[config.mk]
export PLATFORM = sky130hd
export DESIGN_NAME = linear_interp_rate_resampler_unit_flat
export DESIGN_NICKNAME = d
export VERILOG_FILES = /design/src/rtl/core/lirr_pkg.sv /design/src/rtl/core/lirr_ifs.sv /design/src/rtl/core/lirr_lane.sv /design/src/rtl/core/lirr_merge.sv /design/src/rtl/core/linear_interp_rate_resampler_unit.sv /design/src/flat_wrapper.sv
export SDC_FILE = /design/constraint.sdc
export NUM_CORES = 2
export LEC_CHECK = 0
export ABC_AREA = 1
export BUFFER_PORTS_ARGS = -buffer_cell sky130_fd_sc_hd__buf_2
export CAP_MARGIN = 15
export CORE_ASPECT_RATIO = 1.2
export CORE_MARGIN = 2
export CORE_UTILIZATION = 30
export CTS_CLUSTER_SIZE = 20
export DETAILED_ROUTE_END_ITERATION = 8
export HOLD_SLACK_MARGIN = 0.03
export RECOVER_POWER = 50
export SLEW_MARGIN = 5
export SYNTH_ARGS = -nofsm -noshare
export SYNTH_HDL_FRONTEND = slang
export SYNTH_HIERARCHICAL = 1
export SYNTH_SLANG_ARGS = --single-unit
[constraint.sdc]
create_clock -name clk -period 6.35 [get_ports clk]
set_input_delay 1.27 -clock clk [delete_from_list [all_inputs] [get_ports clk]]
set_output_delay 1.27 -clock clk [all_outputs]
set_load 0.01 [all_outputs]
[src/rtl/core/lirr_pkg.sv]
// Shared types and constants of the linear-interpolation resampler.
package lirr_pkg;

  // Width of the step register as seen on the configuration channel.
  localparam int STEP_W = 20;

  // Most results one source frame may cause, and the counter that tracks them.
  localparam int MAX_OUT = 64;
  localparam int CNT_W   = 6;

  // Smallest step is 1.0 >> MIN_STEP_SHIFT, which caps results per frame at MAX_OUT.
  localparam int MIN_STEP_SHIFT = 6;

  // Control from the sequencer to each channel lane.
  typedef struct packed {
    logic load;   // capture a new segment (start sample and slope)
    logic issue;  // start one interpolation at the current position
  } lirr_lane_ctl_t;

  // Product stage status handed to the merge stage.
  typedef struct packed {
    logic vld;
    logic last;
  } lirr_pipe_t;

endpackage

[src/rtl/core/lirr_ifs.sv]
// Handshake channel interfaces of the resampler: source frames, results, step writes.
interface lirr_in_if #(
  parameter int SAMPLE_WIDTH = 24
);
  logic                           valid;
  logic                           ready;
  logic signed [SAMPLE_WIDTH-1:0] left_in;
  logic signed [SAMPLE_WIDTH-1:0] right_in;
  logic                           restart;

  modport source (output valid, output left_in, output right_in, output restart, input ready);
  modport sink (input valid, input left_in, input right_in, input restart, output ready);
endinterface

interface lirr_out_if #(
  parameter int SAMPLE_WIDTH = 24
);
  logic                           valid;
  logic                           ready;
  logic signed [SAMPLE_WIDTH-1:0] left_out;
  logic signed [SAMPLE_WIDTH-1:0] right_out;
  logic                           last;

  modport source (output valid, output left_out, output right_out, output last, input ready);
  modport sink (input valid, input left_out, input right_out, input last, output ready);
endinterface

interface lirr_cfg_if import lirr_pkg::*; ();
  logic              valid;
  logic              ready;
  logic [STEP_W-1:0] step;

  modport source (output valid, output step, input ready);
  modport sink (input valid, input step, output ready);
endinterface

[src/rtl/core/lirr_lane.sv]
// One channel lane: holds the segment and forms the rounded position-times-slope product.
module lirr_lane import lirr_pkg::*; #(
  parameter int SAMPLE_WIDTH = 24,
  parameter int FRAC_BITS    = 16
) (
  input  logic                                 clk,
  input  lirr_lane_ctl_t                       ctl,
  input  logic [SAMPLE_WIDTH-1:0]              seg_start,
  input  logic [SAMPLE_WIDTH-1:0]              seg_end,
  input  logic [FRAC_BITS:0]                   pos_t,
  output logic [SAMPLE_WIDTH-1:0]              p_base,
  output logic [SAMPLE_WIDTH+FRAC_BITS+1:0]    p_prod
);

  localparam int PW = SAMPLE_WIDTH + FRAC_BITS + 2;
  localparam logic signed [PW-1:0] HALF = PW'(1) << (FRAC_BITS - 1);

  logic        [SAMPLE_WIDTH-1:0] base_r;
  logic signed [SAMPLE_WIDTH:0]   slope_r;
  logic signed [SAMPLE_WIDTH:0]   slope_nxt;
  logic        [SAMPLE_WIDTH-1:0] p_base_r;
  logic signed [PW-1:0]           p_prod_r;
  logic signed [PW-1:0]           t_ext;
  logic signed [PW-1:0]           slope_ext;
  logic signed [PW-1:0]           prod_nxt;

  assign slope_nxt = $signed({seg_end[SAMPLE_WIDTH-1], seg_end})
                   - $signed({seg_start[SAMPLE_WIDTH-1], seg_start});

  assign t_ext     = $signed({{(PW - FRAC_BITS - 1){1'b0}}, pos_t});
  assign slope_ext = $signed({{(PW - SAMPLE_WIDTH - 1){slope_r[SAMPLE_WIDTH]}}, slope_r});
  assign prod_nxt  = t_ext * slope_ext + HALF;

  always_ff @(posedge clk) begin
    if (ctl.load) begin
      base_r  <= seg_start;
      slope_r <= slope_nxt;
    end
    // carry the start sample along so a new segment may load behind this product
    if (ctl.issue) begin
      p_base_r <= base_r;
      p_prod_r <= prod_nxt;
    end
  end

  assign p_base = p_base_r;
  assign p_prod = p_prod_r;

endmodule

[src/rtl/core/lirr_merge.sv]
// Merge stage: adds each lane's rounded offset to its start sample into the output register.
module lirr_merge import lirr_pkg::*; #(
  parameter int SAMPLE_WIDTH = 24,
  parameter int FRAC_BITS    = 16
) (
  input  logic                              clk,
  input  logic                              rst_n,
  input  lirr_pipe_t                        pipe,
  input  logic [SAMPLE_WIDTH-1:0]           base_lt,
  input  logic [SAMPLE_WIDTH+FRAC_BITS+1:0] prod_lt,
  input  logic [SAMPLE_WIDTH-1:0]           base_rt,
  input  logic [SAMPLE_WIDTH+FRAC_BITS+1:0] prod_rt,
  output logic                              take,
  lirr_out_if.source                        out_ch
);

  logic                    o_vld_r;
  logic                    o_last_r;
  logic [SAMPLE_WIDTH-1:0] o_lt_r;
  logic [SAMPLE_WIDTH-1:0] o_rt_r;

  // The arithmetic shift of the rounded product is a plain bit slice, low bits dropped.
  assign take = !o_vld_r || out_ch.ready;

  always_ff @(posedge clk) begin
    if (!rst_n) begin
      o_vld_r <= 1'b0;
    end else if (take) begin
      o_vld_r <= pipe.vld;
    end
    if (take && pipe.vld) begin
      o_lt_r   <= base_lt + prod_lt[FRAC_BITS +: SAMPLE_WIDTH];
      o_rt_r   <= base_rt + prod_rt[FRAC_BITS +: SAMPLE_WIDTH];
      o_last_r <= pipe.last;
    end
  end

  assign out_ch.valid     = o_vld_r;
  assign out_ch.left_out  = o_lt_r;
  assign out_ch.right_out = o_rt_r;
  assign out_ch.last      = o_last_r;

endmodule

[src/rtl/core/linear_interp_rate_resampler_unit.sv]
// Top level of the stereo linear-interpolation resampler.
//
// Each source frame transfer on in_ch starts a segment from the stored frame to the new one.
// While the Q(FRAC_BITS) position is at or below 1.0, and out_ch does not stall, the block
// emits one interpolated frame per cycle, stepping the position by the step register, then
// drops 1.0 from the position and keeps the new frame. Each item causes 0 to 64 results,
// issued by the position accumulator one interpolation a cycle; the next frame transfers
// the cycle after the final result is issued, while up to two results still drain. A stall
// on out_ch holds the issue loop. Results pass a product register in each lane, then the
// output register of the merge stage. Write step only while idle; a write saturates it at
// 1.0/64 from below and sets the position back to 1.0.
module linear_interp_rate_resampler_unit import lirr_pkg::*; #(
  parameter int SAMPLE_WIDTH = 24,
  parameter int FRAC_BITS    = 16
) (
  input  logic       clk,
  input  logic       rst_n,
  lirr_in_if.sink    in_ch,
  lirr_out_if.source out_ch,
  lirr_cfg_if.sink   cfg_ch
);

  // Position holds 1.0 plus the largest step without wrapping.
  localparam int POS_W = ((FRAC_BITS > STEP_W) ? FRAC_BITS : STEP_W) + 1;
  localparam int PW    = SAMPLE_WIDTH + FRAC_BITS + 2;

  localparam logic [POS_W-1:0] ONE_POS  = POS_W'(1) << FRAC_BITS;
  localparam logic [POS_W-1:0] MIN_STEP = ONE_POS >> MIN_STEP_SHIFT;
  localparam logic [CNT_W-1:0] CNT_LAST = CNT_W'(MAX_OUT - 1);

  localparam logic ST_IDLE = 1'b0;
  localparam logic ST_RUN  = 1'b1;

  logic                    state_r, state_nxt;
  logic [POS_W-1:0]        pos_r, pos_nxt;
  logic [POS_W-1:0]        step_r;
  logic signed [POS_W:0]   step_m1_r;
  logic [CNT_W-1:0]        cnt_r, cnt_nxt;
  logic [SAMPLE_WIDTH-1:0] prev_lt_r, prev_rt_r;
  logic                    p_vld_r, p_vld_nxt;
  logic                    p_last_r;

  logic                    in_xfer, cfg_xfer;
  logic                    take, p_free, issue, last_issue;
  logic [POS_W-1:0]        cfg_step, step_sat;
  logic [POS_W-1:0]        t_entry;
  logic [POS_W-1:0]        pos_sum;
  logic signed [POS_W:0]   pos_adj;
  logic [SAMPLE_WIDTH-1:0] seg_lt, seg_rt;

  lirr_lane_ctl_t          lane_ctl;
  lirr_pipe_t              pipe;
  logic [SAMPLE_WIDTH-1:0] base_lt, base_rt;
  logic [PW-1:0]           prod_lt, prod_rt;

  // Step writes go first when both channels offer in the same cycle.
  assign cfg_ch.ready = (state_r == ST_IDLE);
  assign in_ch.ready  = (state_r == ST_IDLE) && !cfg_ch.valid;
  assign cfg_xfer     = cfg_ch.valid && cfg_ch.ready;
  assign in_xfer      = in_ch.valid && in_ch.ready;

  // Saturate small steps so one frame never yields more than MAX_OUT results.
  assign cfg_step = POS_W'(cfg_ch.step);
  assign step_sat = (cfg_step < MIN_STEP) ? MIN_STEP : cfg_step;

  // Restart takes the stored frame as zero and the position as 1.0 for the segment it starts.
  assign t_entry = in_ch.restart ? ONE_POS : pos_r;
  assign seg_lt  = in_ch.restart ? '0 : prev_lt_r;
  assign seg_rt  = in_ch.restart ? '0 : prev_rt_r;

  // Issue one interpolation in the run state whenever the product stage has room.
  assign p_free     = !p_vld_r || take;
  assign issue      = (state_r == ST_RUN) && p_free;
  assign pos_sum    = pos_r + step_r;
  assign pos_adj    = $signed({1'b0, pos_r}) + step_m1_r;
  assign last_issue = (pos_sum > ONE_POS) || (cnt_r == CNT_LAST);

  always_comb begin
    state_nxt = state_r;
    pos_nxt   = pos_r;
    cnt_nxt   = cnt_r;
    case (state_r)
      ST_IDLE: begin
        if (cfg_xfer) begin
          pos_nxt = ONE_POS;
        end else if (in_xfer) begin
          cnt_nxt = '0;
          if (t_entry > ONE_POS) begin
            // no result: skip this frame, drop 1.0 from the position
            pos_nxt = t_entry - ONE_POS;
          end else begin
            pos_nxt   = t_entry;
            state_nxt = ST_RUN;
          end
        end
      end
      ST_RUN: begin
        if (issue) begin
          cnt_nxt = cnt_r + CNT_W'(1);
          if (last_issue) begin
            // leave the segment: position minus 1.0, floored at zero
            pos_nxt   = pos_adj[POS_W] ? '0 : pos_adj[POS_W-1:0];
            state_nxt = ST_IDLE;
          end else begin
            pos_nxt = pos_sum;
          end
        end
      end
      default: begin
        state_nxt = ST_IDLE;
      end
    endcase
  end

  always_comb begin
    if (issue) begin
      p_vld_nxt = 1'b1;
    end else if (take) begin
      p_vld_nxt = 1'b0;
    end else begin
      p_vld_nxt = p_vld_r;
    end
  end

  always_ff @(posedge clk) begin
    if (!rst_n) begin
      state_r   <= ST_IDLE;
      pos_r     <= ONE_POS;
      step_r    <= ONE_POS;
      step_m1_r <= '0;
      cnt_r     <= '0;
      prev_lt_r <= '0;
      prev_rt_r <= '0;
      p_vld_r   <= 1'b0;
    end else begin
      state_r <= state_nxt;
      pos_r   <= pos_nxt;
      cnt_r   <= cnt_nxt;
      p_vld_r <= p_vld_nxt;
      if (cfg_xfer) begin
        step_r    <= step_sat;
        step_m1_r <= $signed({1'b0, step_sat}) - $signed({1'b0, ONE_POS});
      end
      // the new frame becomes the stored frame once it has transferred
      if (in_xfer) begin
        prev_lt_r <= in_ch.left_in;
        prev_rt_r <= in_ch.right_in;
      end
    end
  end

  always_ff @(posedge clk) begin
    if (issue) begin
      p_last_r <= last_issue;
    end
  end

  assign lane_ctl.load  = in_xfer;
  assign lane_ctl.issue = issue;
  assign pipe.vld       = p_vld_r;
  assign pipe.last      = p_last_r;

  lirr_lane #(
    .SAMPLE_WIDTH (SAMPLE_WIDTH),
    .FRAC_BITS    (FRAC_BITS)
  ) u_lane_lt (
    .clk       (clk),
    .ctl       (lane_ctl),
    .seg_start (seg_lt),
    .seg_end   (in_ch.left_in),
    .pos_t     (pos_r[FRAC_BITS:0]),
    .p_base    (base_lt),
    .p_prod    (prod_lt)
  );

  lirr_lane #(
    .SAMPLE_WIDTH (SAMPLE_WIDTH),
    .FRAC_BITS    (FRAC_BITS)
  ) u_lane_rt (
    .clk       (clk),
    .ctl       (lane_ctl),
    .seg_start (seg_rt),
    .seg_end   (in_ch.right_in),
    .pos_t     (pos_r[FRAC_BITS:0]),
    .p_base    (base_rt),
    .p_prod    (prod_rt)
  );

  lirr_merge #(
    .SAMPLE_WIDTH (SAMPLE_WIDTH),
    .FRAC_BITS    (FRAC_BITS)
  ) u_merge (
    .clk     (clk),
    .rst_n   (rst_n),
    .pipe    (pipe),
    .base_lt (base_lt),
    .prod_lt (prod_lt),
    .base_rt (base_rt),
    .prod_rt (prod_rt),
    .take    (take),
    .out_ch  (out_ch)
  );

endmodule

[src/flat_wrapper.sv]
// flat-port wrapper written by rule: the top's interface ports become plain ports
module linear_interp_rate_resampler_unit_flat import lirr_pkg::*;
#(
  parameter int SAMPLE_WIDTH = 24,
  parameter int FRAC_BITS    = 16
)
  (clk, rst_n, in_ch_valid, in_ch_left_in, in_ch_right_in, in_ch_restart, in_ch_ready, out_ch_valid, out_ch_left_out, out_ch_right_out, out_ch_last, out_ch_ready, cfg_ch_valid, cfg_ch_step, cfg_ch_ready);
  lirr_in_if #(.SAMPLE_WIDTH(SAMPLE_WIDTH)) in_ch_i ();
  lirr_out_if #(.SAMPLE_WIDTH(SAMPLE_WIDTH)) out_ch_i ();
  lirr_cfg_if cfg_ch_i ();
  input  logic clk;
  input  logic rst_n;
  input wire logic [$bits(in_ch_i.valid)-1:0] in_ch_valid;
  input wire logic [$bits(in_ch_i.left_in)-1:0] in_ch_left_in;
  input wire logic [$bits(in_ch_i.right_in)-1:0] in_ch_right_in;
  input wire logic [$bits(in_ch_i.restart)-1:0] in_ch_restart;
  output wire logic [$bits(in_ch_i.ready)-1:0] in_ch_ready;
  output wire logic [$bits(out_ch_i.valid)-1:0] out_ch_valid;
  output wire logic [$bits(out_ch_i.left_out)-1:0] out_ch_left_out;
  output wire logic [$bits(out_ch_i.right_out)-1:0] out_ch_right_out;
  output wire logic [$bits(out_ch_i.last)-1:0] out_ch_last;
  input wire logic [$bits(out_ch_i.ready)-1:0] out_ch_ready;
  input wire logic [$bits(cfg_ch_i.valid)-1:0] cfg_ch_valid;
  input wire logic [$bits(cfg_ch_i.step)-1:0] cfg_ch_step;
  output wire logic [$bits(cfg_ch_i.ready)-1:0] cfg_ch_ready;
  assign in_ch_i.valid = in_ch_valid;
  assign in_ch_i.left_in = in_ch_left_in;
  assign in_ch_i.right_in = in_ch_right_in;
  assign in_ch_i.restart = in_ch_restart;
  assign in_ch_ready = in_ch_i.ready;
  assign out_ch_valid = out_ch_i.valid;
  assign out_ch_left_out = out_ch_i.left_out;
  assign out_ch_right_out = out_ch_i.right_out;
  assign out_ch_last = out_ch_i.last;
  assign out_ch_i.ready = out_ch_ready;
  assign cfg_ch_i.valid = cfg_ch_valid;
  assign cfg_ch_i.step = cfg_ch_step;
  assign cfg_ch_ready = cfg_ch_i.ready;
  linear_interp_rate_resampler_unit #(.SAMPLE_WIDTH(SAMPLE_WIDTH), .FRAC_BITS(FRAC_BITS)) u_core (.clk(clk), .rst_n(rst_n), .in_ch(in_ch_i), .out_ch(out_ch_i), .cfg_ch(cfg_ch_i));
endmodule
==> flow_summary.toml <==
[worst_setup_path]
crit_type = "reg -> reg"
endpoint_kind = "flop"
cp.required_ns = 6.71
crit_fanout = 6
cp-start-kind = "flop"
arrival_ns = 6.51

[synthesis]
syn_inst = 6928
syn_avg_cell_area_um2 = 7.61
yosysWarnings = 6
netlist_area_mm2 = 0.0527
syn-num-nets = 8190

[cts]
cts_buffers = 47
cts_sinks = 347
clk_pin_slew_ns = 0.07
cts_tree = "built"
htreeDepth = 2
clkLatencyLatePin_ns = 0.64
clockBufferDepth = 3
root_buffer = "clkbuf_16"

[sta]
worstMarginPinSlew_ns = 2.99
skew_ns = 0.0430
fin_crit_sh_pct = 96.8
rsz0062_at_grt = "false"
min_period_ns = 6.15
setup_violations = 0
fmax_mhz = 163
finalHoldViolCount = 0
slew_violations = 206
timing.hold.ws_ns = 0.411
max_slew_margin_pct = -99.3

[routing]
vias = 42000
first_iter_violations = 2311
drcViolationCount = 0
viasPerCell = 4.48
first_pass_iters = 6
detail-route-antenna-nets = 0
avgRoutedWirePerCell_um = 16.6
drt-total-wl_mm = 156

[power_and_ir_drop]
peakVddDrop_mv = 0.225
power.density_mw_per_mm2 = 296
total_power_mw = 17.4
p_leak_nw = 32.6

[global_routing]
antenna_found_initial = 8
grt_pass1_wl_mm = 247
grt_remaining_overflow = 0
grt_max_degree = 88
grtUsageTotal_pct = 17.5
grt_pass1_vias = 44781

[final_layout]
fin_util_pct = 33.6
final_cells = 9369
finalNetCount = 8293
nFillCells = 18408
area.growth.synth_to_final_pct = 11.2
layout_commonest_cell = "inv_1"
reg_top3 = "u_core/u_lane_lt/slope_r (25), u_core/u_lane_rt/slope_r (25)"
layout_common_cells = "inv_1 (2016), nand2_1 (1864), fa_1 (810)"
final_layout_size_suffix_gt1_share_pct = 6.73

[floorplan]
dieArea_mm2 = 0.179
fp.dieW_um = 387
ios = 126
dieHeight_um = 463
initial_utilization_pct = 30.2
coreArea_mm2 = 0.175
num_rows = 168

[flow_run]
cap_violations = 5

[placement]
globalplace.congestion = 0.925
place_inst = 9250
numPortBuffers = 125
hpwl_mm = 131

[worst_hold_path]
hp-class = "reg -> reg"

[outcome]
violations = "max-capacitance violations, max-slew violations"
run_status = "finished with violations"
## worst max-delay path, cell delays in order (launching register included)
cell and delay, ns:
edfxtp_1 0.52, buf_4 0.20, nand2_1 0.09, inv_1 0.10
fa_1 0.70, fa_1 0.50, ha_1 0.40, buf_4 0.22
fa_1 0.45, fa_1 0.55, inv_1 0.05, fa_1 0.47
inv_1 0.04, ha_1 0.37, nand2_1 0.11, nor2_2 0.22
nand2_1 0.14, nor2_1 0.25, nand3_1 0.25, nand4_1 0.16
nand2_1 0.08
## repair_timing
item | 4_1_cts | 5_1_grt
setup buffers | 2 | 24
hold buffers | 0 | 0
gates cloned | 0 | 1
gates resized for setup | 2 | 10
endpoints found under the setup margin | 2 | 19
## cell type report
| class | instances | area (um^2) | share of cell area [%] |
|---|---|---|---|
| Multi-Input combinational cell | 4308 | 34800 | 59.3 |
| Sequential cell | 347 | 9420 | 16.1 |
| Tap cell | 2295 | 2870 | 4.90 |
| Clock inverter | 26 | 352 | 0.600 |
| Inverter | 2030 | 7620 | 13.0 |
| Antenna cell | 5 | 12.5 | 0.0213 |
| Clock buffer | 61 | 1330 | 2.27 |
| Timing Repair Buffer | 297 | 2250 | 3.83 |
## metal layers
layer  wire length (um)  track usage [%]
met1              63400             20.8
met2              81000             33.2
met3               6730             1.86
met4               4610             4.90
met5                  0                0
## path summary, 6_finish.rpt
kind / startpoint / end / slack, ns / depth (start not counted)
max reg2reg: u_core/u_lane_rt/slope_r[24] / u_core/u_lane_rt/p_prod[39] / 0.20 / 20
min reg2reg: u_core/u_lane_rt/base_r[11] / u_core/u_lane_rt/p_base[11] / 0.41 / 0
max: u_core/u_lane_rt/slope_r[24] / u_core/u_lane_rt/p_prod[39] / 0.20 / 20
min: u_core/u_lane_rt/base_r[11] / u_core/u_lane_rt/p_base[11] / 0.41 / 0
## per-stage QoR
| step | TNS, ns | setup WS [ns] | cell area [um^2] |
|---|---|---|---|
| 3_3_place_gp | 0 | 0.000107 | 56600 |
| 4_1_cts | 0 | 0.0358 | 58300 |
| 2_1_floorplan | 0 | 0.318 | 52700 |
| 3_5_place_dp | -0.0903 | -0.0903 | 56600 |
| 5_1_grt | 0 | 0.00259 | 58600 |
| 6_report | 0 | 0.204 | 58600 |
## report_power, final
part / total (mW) / switching [mW] / internal (mW)
logic: 11.4 / 7.44 / 3.91
clock network: 2.87 / 1.14 / 1.74
registers: 3.15 / 0.201 / 2.94
(Power assumes the default switching activity.)
